## src/design/pai_pkg.sv

```systemverilog
// Shared constants, register codes and pipeline payload types of the interpolator.
// Has no dependencies; every other design file but the assertion macros header imports it.
package pai_pkg;

    localparam int DataW       = 32;
    localparam int WeightW     = 16;
    localparam int CoordW      = 16;
    localparam int DivSteps    = DataW;
    localparam int FrontStages = 4;
    localparam int BackStages  = 2;
    localparam int StageCount  = FrontStages + DivSteps + BackStages;
    localparam int FracSpan    = 8;
    localparam int FracEdge    = 9;
    localparam int PAddrW      = 1;
    localparam int PDataW      = 32;

    localparam logic [PAddrW-1:0]  RegPrecision = '0;
    localparam logic [WeightW-1:0] MaskSpan     = 16'h007F;
    localparam logic [WeightW-1:0] MaskEdge     = 16'h007E;

    typedef struct packed {
        logic        [DataW-1:0]   value_b;
        logic        [DataW-1:0]   value_a;
        logic signed [CoordW-1:0]  range_max;
        logic signed [CoordW-1:0]  range_min;
        logic signed [CoordW-1:0]  position;
        logic        [WeightW-1:0] weight_end;
        logic        [WeightW-1:0] weight_start;
    } t_in_s;

    typedef struct packed {
        logic [DataW-1:0]   t0;
        logic [DataW-1:0]   t1;
        logic [DataW-1:0]   den_lin;
        logic [DataW-1:0]   num_lin;
        logic [WeightW-1:0] w0n;
        logic [WeightW-1:0] w0d;
        logic [WeightW-1:0] w1d;
        logic [DataW-1:0]   value_a;
        logic [DataW-1:0]   value_b;
        logic               edge_mode;
        logic               force_lin;
    } t_prep_s;

    typedef struct packed {
        logic [DataW-1:0] num_wt;
        logic [DataW-1:0] prod_end;
        logic [DataW-1:0] prod_start;
        logic [DataW-1:0] num_lin;
        logic [DataW-1:0] den_lin;
        logic [DataW-1:0] value_a;
        logic [DataW-1:0] value_b;
        logic             edge_mode;
        logic             force_lin;
    } t_prod_s;

    typedef struct packed {
        logic [DataW-1:0] num;
        logic [DataW-1:0] rem;
        logic [DataW-1:0] den;
    } t_div_ch;

    typedef struct packed {
        t_div_ch          lin;
        t_div_ch          wt;
        logic [DataW-1:0] value_a;
        logic [DataW-1:0] value_b;
        logic             edge_mode;
        logic             force_lin;
    } t_mid_s;

    typedef struct packed {
        logic [DataW-1:0] sel_a;
        logic [DataW-1:0] sel_b;
        logic [DataW-1:0] lin_a;
        logic [DataW-1:0] lin_b;
        logic [DataW-1:0] f_lin;
        logic [DataW-1:0] f_wt;
        logic             edge_mode;
        logic             force_lin;
    } t_blend_s;

    typedef struct packed {
        logic [DataW-1:0] weighted_factor;
        logic [DataW-1:0] linear_factor;
        logic [DataW-1:0] linear_value;
        logic [DataW-1:0] blend_value;
        logic             used_linear;
    } t_out_s;

endpackage

```

## src/design/pai_div_step.sv

```systemverilog
// One registered step of the two restoring dividers, one quotient bit per channel.
// Depends on pai_pkg; chained DivSteps times in the top level.
module pai_div_step import pai_pkg::*; (
    input  logic   i_clk,
    input  logic   i_en,
    input  t_mid_s i_mid,
    output t_mid_s o_mid
);

    t_mid_s r_mid;
    t_mid_s n_mid;

    function automatic t_div_ch div_step(input t_div_ch c);
        logic [DataW:0] trial;
        logic [DataW:0] diff;
        logic           qbit;
        t_div_ch        r;
        trial = {c.rem, c.num[DataW-1]};
        diff  = trial - {1'b0, c.den};
        qbit  = (trial >= {1'b0, c.den});
        r.den = c.den;
        r.rem = qbit ? diff[DataW-1:0] : trial[DataW-1:0];
        r.num = {c.num[DataW-2:0], qbit};
        return r;
    endfunction

    always_comb begin
        n_mid     = i_mid;
        n_mid.lin = div_step(i_mid.lin);
        n_mid.wt  = div_step(i_mid.wt);
    end

    always_ff @(posedge i_clk) begin
        if (i_en) begin
            r_mid <= n_mid;
        end
    end

    assign o_mid = r_mid;

endmodule

```

## config.mk

```make
export PLATFORM = sky130hd
export DESIGN_NAME = pai_div_step
export DESIGN_NICKNAME = d
export VERILOG_FILES = /design/src/design/pai_pkg.sv /design/src/design/pai_div_step.sv
export SDC_FILE = /design/constraint.sdc
export NUM_CORES = 1
export LEC_CHECK = 0
export BUFFER_PORTS_ARGS = -buffer_cell sky130_fd_sc_hd__buf_2
export CAP_MARGIN = 10
export CORE_AREA = 2 2 201 203
export DETAILED_ROUTE_END_ITERATION = 16
export DIE_AREA = 0 0 203 205
export PLACE_DENSITY = 0.59
export SKIP_LAST_GASP = 1
export SLEW_MARGIN = 0
export SYNTH_ARGS = -nofsm -noshare
export SYNTH_HDL_FRONTEND = slang
export SYNTH_SLANG_ARGS = --single-unit
```

## constraint.sdc

```tcl
create_clock -name i_clk -period 9.1 [get_ports i_clk]
set_input_delay 1.82 -clock i_clk [delete_from_list [all_inputs] [get_ports i_clk]]
set_output_delay 1.82 -clock i_clk [all_outputs]
set_load 0.01 [all_outputs]
```

==> results of run 1 <==
==> critical path, delay by kind of cell <==
kind | cells | cell delay, ns
AO/OA/AOI/OAI | 5 | 1.39
AND/OR/NAND/NOR | 2 | 0.36
multiplexers | 1 | 0.39
adder cells (fa/ha/maj) | 1 | 0.29
buffers and inverters | 3 | 0.61
==> layout by cell type, fill, tap and decap left out, types with 4 or more instances in the layout <==
cell / n
o21a_1: 5
clkbuf_16: 29
o21ai_0: 82
o21ai_1: 8
a31oi_1: 8
o211ai_1: 4
nand3_1: 17
ha_1: 64
nand4_1: 15
inv_1: 80
and3_1: 9
xor2_1: 33
buf_2: 516
xnor2_1: 22
nand2b_1: 8
clkinv_1: 8
a21o_1: 24
nor2b_1: 11
and2_1: 4
clkbuf_1: 5
a211oi_1: 6
nor3_1: 15
a21oi_1: 58
edfxtp_1: 258
nor2_1: 35
o21bai_1: 7
nand2_1: 106
==> worst paths after layout <==
path | to | slack [ns] | depth (start not counted)
setup / recovery | o_mid[211]$_DFFE_PP_ | 4.53 | 12
hold / removal | o_mid[253]$_DFFE_PP_ | 1.42 | 1
==> power groups by stage <==
stage                     combinational (mW)  clock (mW)  sequential, mW
final                                  0.629        1.15            1.48
after global routing                   0.692        1.23            1.50
after global placement                 0.626           0            1.51
after detailed placement               0.629           0            1.51
after CTS                              0.633        1.19            1.49
after floorplan                        0.272           0            1.58
==> cells in the mapped netlist (all sizes together), types with 3 or more instances <==
| cell | n |
|---|---|
| nand3 | 17 |
| a211o | 3 |
| xnor2 | 22 |
| buf | 13 |
| o211ai | 4 |
| mux2 | 4 |
| and3 | 10 |
| a21o | 25 |
| nand2 | 106 |
| o21a | 5 |
| or3 | 3 |
| o21bai | 7 |
| o21ai | 93 |
| a22oi | 3 |
| nand2b | 8 |
| a31oi | 10 |
| a21oi | 59 |
| a211oi | 9 |
| nor2 | 35 |
| a221oi | 3 |
| nor2b | 11 |
| inv | 80 |
| and2 | 5 |
| o31ai | 3 |
| xor2 | 33 |
| edfxtp | 258 |
| a311oi | 3 |
| ha | 64 |
| nor3 | 15 |
| clkbuf | 17 |
| nand4 | 15 |
| nor4 | 3 |
==> final cells by class <==
type,count,share of cell area [%]
inverter,80,1.839
timing repair buffer,519,16.07
clock inverter,18,1.157
antenna,3,0.04597
sequential,258,47.44
clock buffer,34,4.559
tap,525,4.022
multi-input combinational,604,24.86
==> logic make-up after synthesis <==
kind of cell               Yosys count  synth area share (%)
AOI/OAI and AO/OA                  246                 12.94
xor gates and xnor gates            55                 3.931
adders and majority gates           66                 6.862
buffers and inverters              110                 3.707
DFF                                258                 63.23
muxes                                5                0.4799
and+or+nand+nor                    232                 8.853
==> through the flow <==
stage	setup slack, ns	area, sq um	utilization (%)
finish	4.526	16330	41.48
detailed placement	3.961	15390	39.09
floorplan	4.921	12250	-
global placement	4.071	15390	39.09
global route	4.342	16330	41.48
CTS	4.585	16320	41.46
==> routing by layer <==
metal | wire, um | track usage (%) | vias up
met3 | 2707 | 3.675 | 54
li1 | - | - | 4633
met5 | 27 | 0 | -
met2 | 18810 | 30.38 | 391
met4 | 818 | 5.214 | 4
met1 | 15220 | 21.13 | 4544
==> summary.txt, run 1 <==
Startpoint type of the worst setup path: primary input
Seq cells post-synth: 258
Flip-flop count of the largest register, all copies and words added: 258
Type of the setup path with the least slack: in2reg
Hpwl dp: 29660 um
Logic gate share of total power: 19.2%
Synth async-reset ratio: 0%
Share of cells above drive strength 1: 38.47%
Post-Place Cells: 1986
Number of gates given a new drive strength after cts: 0
Share of the clock period used by the worst path after layout: 50.26%
Post-synthesis cell type count: 65
Initial cell density of the core: 31.13%
Outcome: finished clean
Signed area change from the synthesized netlist to the final layout: 33.28%
Clock tree from TritonCTS: built
CTS H-tree lvls: 1
Rel. slew slack: 40.08%
CTS clk-pin slew, worst paths: 0.07 ns
Cell with the largest stage delay on the worst path: a31oi_4
Final Slew Violations: 0
Leftover overflow at the end of global routing: 0
Mean number of vias per cell: 4.716
Launching instance or port of the critical path: i_mid[163]
Worst Path Required: 9.42 ns
HP Start: i_mid[252]
Fraction of power consumed by sequential logic: 45.4%
Total power after layout: 3.268 mW
Switching component of the power: 0.8902 mW
Area share of the largest cell type after synthesis: 63.23%
Biggest cell delay along the critical path: 0.53 ns
Worst-case hold slack: 1.424 ns
Die area: 41620 sq um
Synthesized area per cell: 12.61 sq um
Routed length per instance: 18.41 um
Starting DRC count in detailed routing: 503
Number of filler instances in the final layout: 3818
DRT antenna net count: 0
Post-synthesis sequential area ratio: 63.23%
Transition time at the pin with the least slew margin: 0.8989 ns
Clock sink count: 258
CTS Root Buffer Type: clkbuf_16
Highest clock frequency the design can meet: 0.2186 GHz
Crit. End Element: register
Die Y-Extent: 205 um
Total area of sequential cells: 7747 sq um
Top flip-flop cell by instance count after synthesis: edfxtp_1
Number of enable-type register cells in the synthesized netlist: 258
Class of the tightest hold or removal check: in2reg
Worst-path cell chain: buf_2 -> inv_1 -> ha_1 -> nor2b_1 -> o2111a_1 -> o31ai_1 -> nand3_1 -> a31oi_1 -> o21ai_1 -> a31oi_4 -> buf_4 -> mux2_2
Floorplan Core Area: 39370 sq um
Crit Path Max Fanout: 40
Final hold violation count: 0
CTS Buf Count: 29
First drt pass iteration count: 5
Synth top area cells: edfxtp_1 63%, ha_1 6.5%, o21ai_0 3.3%
Power density over the cells: 200.1 nW/um^2
Clock Path Buffers: 3
Vias in the first global route: 9603
Die Wd: 203 um
Number of max-cap violations: 0
Boundary pin count: 518
Multi-input gate area: 4060 sq um
Fraction of power spent switching nets: 27.24%
IO buf count: 517
WP data arrival: 4.90 ns
Pin count of the biggest net entering global routing: 149
Net count after synthesis: 1298
Min Tclk post-route: 4.574 ns
Number of remaining DRC errors: 0
Number of rows created at floorplan: 73
Clock Power Share: 35.3%
Initial antenna violation count: 5
Unrepaired setup endpoints after global routing: no
Maximum resistive drop on vdd: 0.1236 mV
Gate count of the mapped netlist: 972
Wire length of the first global-routing pass: 55410 um
Ys Warns: 0
Final setup vio count: 0
Leakage dissipation: 7.171 nW
Largest area contributor in the netlist: edfxtp_1
Final instance count without filler cells: 2041
Placer's final routability congestion estimate: 0.8954
Total number of vias: 9626
Post-layout nets: 1818
Global-route usage over all layers: 17.23%
TNS Setup: 0 ns
Total Routed Length: 37580 um
Cell Area, Synth: 12250 sq um
Hold_buf cts: 0
Number of setup buffers added after CTS: 0
Cell internal power dissipation: 2.378 mW
Note: power is estimated with default switching activity, not from simulation.
==> inputs of run 2 (changes only) <==
- CORE_AREA: 2 2 201 203 -> 2 2 203 205
- DIE_AREA: 0 0 203 205 -> 0 0 205 207
- PLACE_DENSITY: 0.59 -> 0.6
- clock period: 9.1 -> 3.9 ns (I/O delays scaled with it)
==> summary.txt, run 2 (synthesis results as in run 1) <==
Final Cell Area: 16470 sq um (+0.86%)
Clock Path Buffers: 3 (unchanged)
Total power after layout: 7.644 mW (+130%)
Type of the setup path with the least slack: in2reg
Clock tree from TritonCTS: built
Global-route usage over all layers: 16.47% (-0.76 points)
Starting DRC count in detailed routing: 530 (+5.4%)
Timing endpoint of the critical path: o_mid[213]$_DFFE_PP_
Highest clock frequency the design can meet: 0.3210 GHz
Die area: 42440 sq um (+2.0%)
Final hold violation count: 0 (unchanged)
Total Routed Length: 37110 um (-1.3%)
Power density over the cells: 464.1 nW/um^2 (+130%)
First drt pass iteration count: 5 (unchanged)
Post-Place Cells: 2008 (+1.1%)
Most common cell after layout, fill and taps aside: buf_2
CTS clk-pin slew, worst paths: 0.06 ns (about the same)
Final Worst Setup Slack: 0.7847 ns (-3.741 ns)
Routed length per instance: 18.02 um (-2.1%)
Clock sink count: 258 (unchanged)
Post-layout nets: 1833 (+0.83%)
Worst Path Required: 4.17 ns (-5.25 ns)
Final Slew Violations: 0 (unchanged)
Startpoint type of the worst setup path: primary input
Hold_buf cts: 0 (unchanged)
CTS Root Buffer Type: clkbuf_16
Final setup vio count: 0 (unchanged)
Crit. End Element: register
Number of setup buffers added after CTS: 0 (unchanged)
Mean number of vias per cell: 4.723 (+0.15%)
Worst slack at placement: 0.2167 ns (-3.744 ns)
Most frequent cells in the layout: 516 x buf_2, 258 x edfxtp_1, 106 x nand2_1
Transition time at the pin with the least slew margin: 0.7335 ns (-0.1653 ns)
WP data arrival: 3.38 ns (-1.52 ns)
Share of cells above drive strength 1: 39.58% (+1.1 points)
Number of gates given a new drive strength after cts: 0 (unchanged)
Maximum resistive drop on vdd: 0.3038 mV (+150%)
Share of the clock period used by the worst path after layout: 79.88%
Flip-flop count of the largest register, all copies and words added: 258 (unchanged)
Final instance count without filler cells: 2059 (+0.88%)
Placer's final routability congestion estimate: 0.8538 (-4.6%)
Cell Area, Placed: 15540 sq um (+0.95%)
Die Y-Extent: 207 um (+0.98%)
Initial antenna violation count: 3 (-2)
Leakage dissipation: 7.243 nW (+1.0%)
Initial cell density of the core: 30.35% (-0.77 points)
Leftover overflow at the end of global routing: 0 (unchanged)
Number of rows created at floorplan: 74 (+1.4%)
Crit Path Max Fanout: 25 (-38%)
Boundary pin count: 518 (unchanged)
DRT antenna net count: 0 (unchanged)
Vias in the first global route: 9452 (-1.6%)
Wire length of the first global-routing pass: 54430 um (-1.8%)
CTS H-tree lvls: 1 (unchanged)
IO buf count: 517 (unchanged)
Class of the tightest hold or removal check: in2reg
Number of max-cap violations: 0 (unchanged)
Hpwl dp: 29470 um (-0.64%)
Unrepaired setup endpoints after global routing: no
Die Wd: 205 um (+0.99%)
Launching instance or port of the critical path: i_mid[179]
Outcome: finished clean
Rel. slew slack: 51.10% (+11 points)
Pin count of the biggest net entering global routing: 91 (-39%)
TNS Setup: 0 ns (unchanged)
CTS Buf Count: 29 (unchanged)
Signed area change from the synthesized netlist to the final layout: 34.42%
Floorplan Core Area: 40370 sq um (+2.5%)
Total number of vias: 9725 (+1.0%)
Number of remaining DRC errors: 0 (unchanged)
Min Tclk post-route: 3.115 ns
[run 2: changes by cell type in the layout (fill, tap and decap cells not counted)]
cell        previous run  this run
buf_4                  1        14
clkinv_1               8         2
clkinvlp_4             0         5
clkbuf_1               5         2
clkinv_2               1         4
buf_12                 1         3
diode_2                3         1
clkinv_4               3         2
inv_16                 1         0
inv_6                  2         3
[run 2: area by class of cell]
cell class / instances / area, sq um
multi-input combinational: 604 / 4060
inverter: 80 / 300.3
clock inverter: 19 / 198.9
antenna: 1 / 2.502
tap: 532 / 665.6
fill: 3907 / 23900
timing repair buffer: 534 / 2763
clock buffer: 31 / 733.2
sequential: 258 / 7747
[run 2: through the flow]
step / hold WS (ns) / util (%)
4_1_cts: 0.3496 / 40.79
3_5_place_dp: 0.9581 / 38.49
2_1_floorplan: 0.8789 / -
5_1_grt: 0.3585 / 40.79
3_3_place_gp: 0.9560 / 38.49
6_report: 0.3922 / 40.80
[run 2: metal layers]
layer  GRT usage [%]  up-vias  part of all wire [%]
met5               0        -                 0.073
met4           4.441        4                   2.1
met3           4.201       52                   8.6
met2           28.33      414                    49
met1           20.42     4590                    41
li1                -     4665                     -
[run 2: how the worst min path moves through the flow]
stage                          start                    to  slack, ns  cells after the start
after global placement    i_mid[156]  o_mid[157]$_DFFE_PP_       0.96                      1
after detailed placement  i_mid[134]  o_mid[135]$_DFFE_PP_       0.96                      1
after global routing       i_mid[20]   o_mid[20]$_DFFE_PP_       0.36                      1
final                     i_mid[139]  o_mid[140]$_DFFE_PP_       0.39                      1
after CTS                  i_mid[20]   o_mid[20]$_DFFE_PP_       0.35                      1
after floorplan             i_mid[0]    o_mid[0]$_DFFE_PP_       0.88                      0
[run 2: critical path: stages]
cell and delay (ns):
buf_2 0.10, inv_1 0.06, ha_1 0.39, and3_1 0.26, and3_1 0.25, nand3_1 0.16
nor3_1 0.33, a211oi_1 0.12, nor3_1 0.34, a31oi_4 0.11, buf_4 0.26, nand2_1 0.08
o21ai_0 0.12
[run 2: power by group]
part,internal (mW),switching (mW)
Combinational,0.605,0.885
Clock,1.56,1.14
Sequential,3.39,0.0673
==> inputs of run 3 (changes only) <==
- CORE_AREA: 2 2 203 205 -> 2 2 201 203
- DIE_AREA: 0 0 205 207 -> 0 0 203 205
- PLACE_DENSITY: 0.6 -> 0.59
- clock period: 3.9 -> 3.1 ns (I/O delays scaled with it)
==> summary.txt, run 3 (synthesis results as in run 1) <==
Initial antenna violation count: 2 (-1)
Switching component of the power: 2.694 mW (+29%)
Die area: 41620 sq um (-1.9%)
Number of gates given a new drive strength after cts: 0 (unchanged)
Startpoint type of the worst setup path: primary input
Flip-flop count of the largest register, all copies and words added: 258 (unchanged)
Vias in the first global route: 9861 (+4.3%)
Class of the tightest hold or removal check: in2reg
CTS Buf Count: 31 (+6.9%)
DRT antenna net count: 0 (unchanged)
Fraction of power consumed by sequential logic: 42.6% (-2.6 points)
Floorplan Core Area: 39370 sq um (-2.5%)
Min Tclk post-route: 2.831 ns
Number of setup buffers added after CTS: 0 (unchanged)
Final instance count without filler cells: 2167 (+5.2%)
Power density over the cells: 585.3 nW/um^2 (+26%)
Most common cell after layout, fill and taps aside: buf_2
Worst Path Required: 3.41 ns (-0.76 ns)
First drt pass iteration count: 5 (unchanged)
Final Slew Violations: 0 (unchanged)
Post-Place Cells: 2110 (+5.1%)
Global-route usage over all layers: 17.57% (+1.1 points)
Launching instance or port of the critical path: i_mid[71]
Number of filler instances in the final layout: 3732 (-4.5%)
Fraction of power spent switching nets: 26.38% (-0.93 points)
Worst-path cell chain: buf_2 -> inv_1 -> ha_1 -> nand3_1 -> buf_4 -> nor3_1 -> buf_4 -> nand4_1 -> a31oi_1 -> nand2b_1 -> nand2_1 -> and3_4 -> inv_1 -> mux2_2
Clock Path Buffers: 3 (unchanged)
Cell with the largest stage delay on the worst path: ha_1
Starting DRC count in detailed routing: 640 (+21%)
Count of cell instances traversed by the critical path: 14 (+1)
Number of instances on the worst hold path: 1 (unchanged)
Final hold violation count: 0 (unchanged)
Number of max-cap violations: 0 (unchanged)
Hpwl dp: 31270 um (+6.1%)
Unrepaired setup endpoints after global routing: no
Hold_buf cts: 0 (unchanged)
Buf+Inv Stages, Crit Path: 5 (+2)
WP data arrival: 3.14 ns (-0.24 ns)
Routed length per instance: 17.89 um (-0.77%)
Total number of vias: 10040 (+3.2%)
IO buf count: 517 (unchanged)
Die Wd: 203 um (-0.98%)
Wire length of the first global-routing pass: 56610 um (+4.0%)
Total power after layout: 10.21 mW (+34%)
Share of cells above drive strength 1: 43.63% (+4.1 points)
Logic gate share of total power: 20.3% (+0.8 points)
Post-layout nets: 1944 (+6.1%)
Cell internal power dissipation: 7.517 mW (+35%)
Leakage dissipation: 7.857 nW (+8.5%)
Number of rows created at floorplan: 73 (-1.4%)
Highest clock frequency the design can meet: 0.3532 GHz
CTS clk-pin slew, worst paths: 0.06 ns (about the same)
Type of the setup path with the least slack: in2reg
Pin count of the biggest net entering global routing: 80 (-12%)
Rel. slew slack: 62.28% (+11 points)
Clock sink count: 258 (unchanged)
Biggest cell delay along the critical path: 0.40 ns (about the same)
Number of remaining DRC errors: 0 (unchanged)
Share of the clock period used by the worst path after layout: 91.33%
Final setup vio count: 0 (unchanged)
Clock tree from TritonCTS: built
Placer's final routability congestion estimate: 0.8610 (+0.84%)
Top cell family by delay on the critical path: simple AND/OR/NAND/NOR gates
Maximum resistive drop on vdd: 0.4310 mV (+42%)
Die Y-Extent: 205 um (-0.97%)
Boundary pin count: 518 (unchanged)
Crit Path Max Fanout: 15 (-40%)
Most frequent cells in the layout: 516 x buf_2, 258 x edfxtp_1, 121 x buf_4
Initial cell density of the core: 31.13% (+0.77 points)
Total Routed Length: 38760 um (+4.4%)
CTS H-tree lvls: 1 (unchanged)
Leftover overflow at the end of global routing: 0 (unchanged)
Clock Power Share: 37.0% (+1.7 points)
Signed area change from the synthesized netlist to the final layout: 42.37%
Outcome: finished clean
CTS Root Buffer Type: clkbuf_16
Mean number of vias per cell: 4.634 (-1.9%)
Transition time at the pin with the least slew margin: 0.5615 ns (-0.1720 ns)
HP Start: i_mid[42]
Crit. End Element: register
run 3: path summary, 6_finish.rpt:
path / end / slack (ns)
setup / recovery: o_mid[121]$_DFFE_PP_ / 0.27
hold / removal: o_mid[42]$_DFFE_PP_ / 0.23
run 3: final cells by class:
type | count | area [sq um] | share of cell area [%]
inverter | 80 | 300.3 | 1.721
clock buffer | 34 | 787.0 | 4.512
timing repair buffer | 643 | 3606 | 20.67
antenna | 1 | 2.502 | 0.01435
tap | 525 | 656.9 | 3.766
multi-input combinational | 604 | 4060 | 23.28
sequential | 258 | 7747 | 44.41
clock inverter | 22 | 284.0 | 1.628
run 3: power groups by stage:
stage | registers (mW) | clock network [mW] | logic (mW)
3_5_place_dp | 4.43 | 0 | 2.08
6_report | 4.35 | 3.78 | 2.08
5_1_grt | 4.38 | 4.02 | 2.27
4_1_cts | 4.36 | 3.90 | 2.09
3_3_place_gp | 4.42 | 0 | 2.07
2_1_floorplan | 4.62 | 0 | 0.799
run 3: per-stage QoR:
stage          util (%)  worst slack, ns  cell area [sq um]  hold slack, ns  setup TNS [ns]
2_1_floorplan         -           0.1207              12250          0.7189               0
3_3_place_gp      41.59          -0.2333              16370          0.7963          -8.012
5_1_grt           44.31           0.1254              17440          0.1915               0
3_5_place_dp      41.59          -0.2816              16370          0.7981          -9.977
6_report          44.31           0.2688              17440          0.2299               0
4_1_cts           44.31           0.3166              17440          0.1933               0
run 3: per-layer routing:
layer	GRT usage, %	vias up	wire length [um]	share of wire [%]
met4	3.962	2	524	1.4
met1	22.14	4743	16030	41
li1	-	4888	-	-
met2	31.23	373	19490	50
met3	3.325	35	2708	7.0
met5	0	-	13	0.034
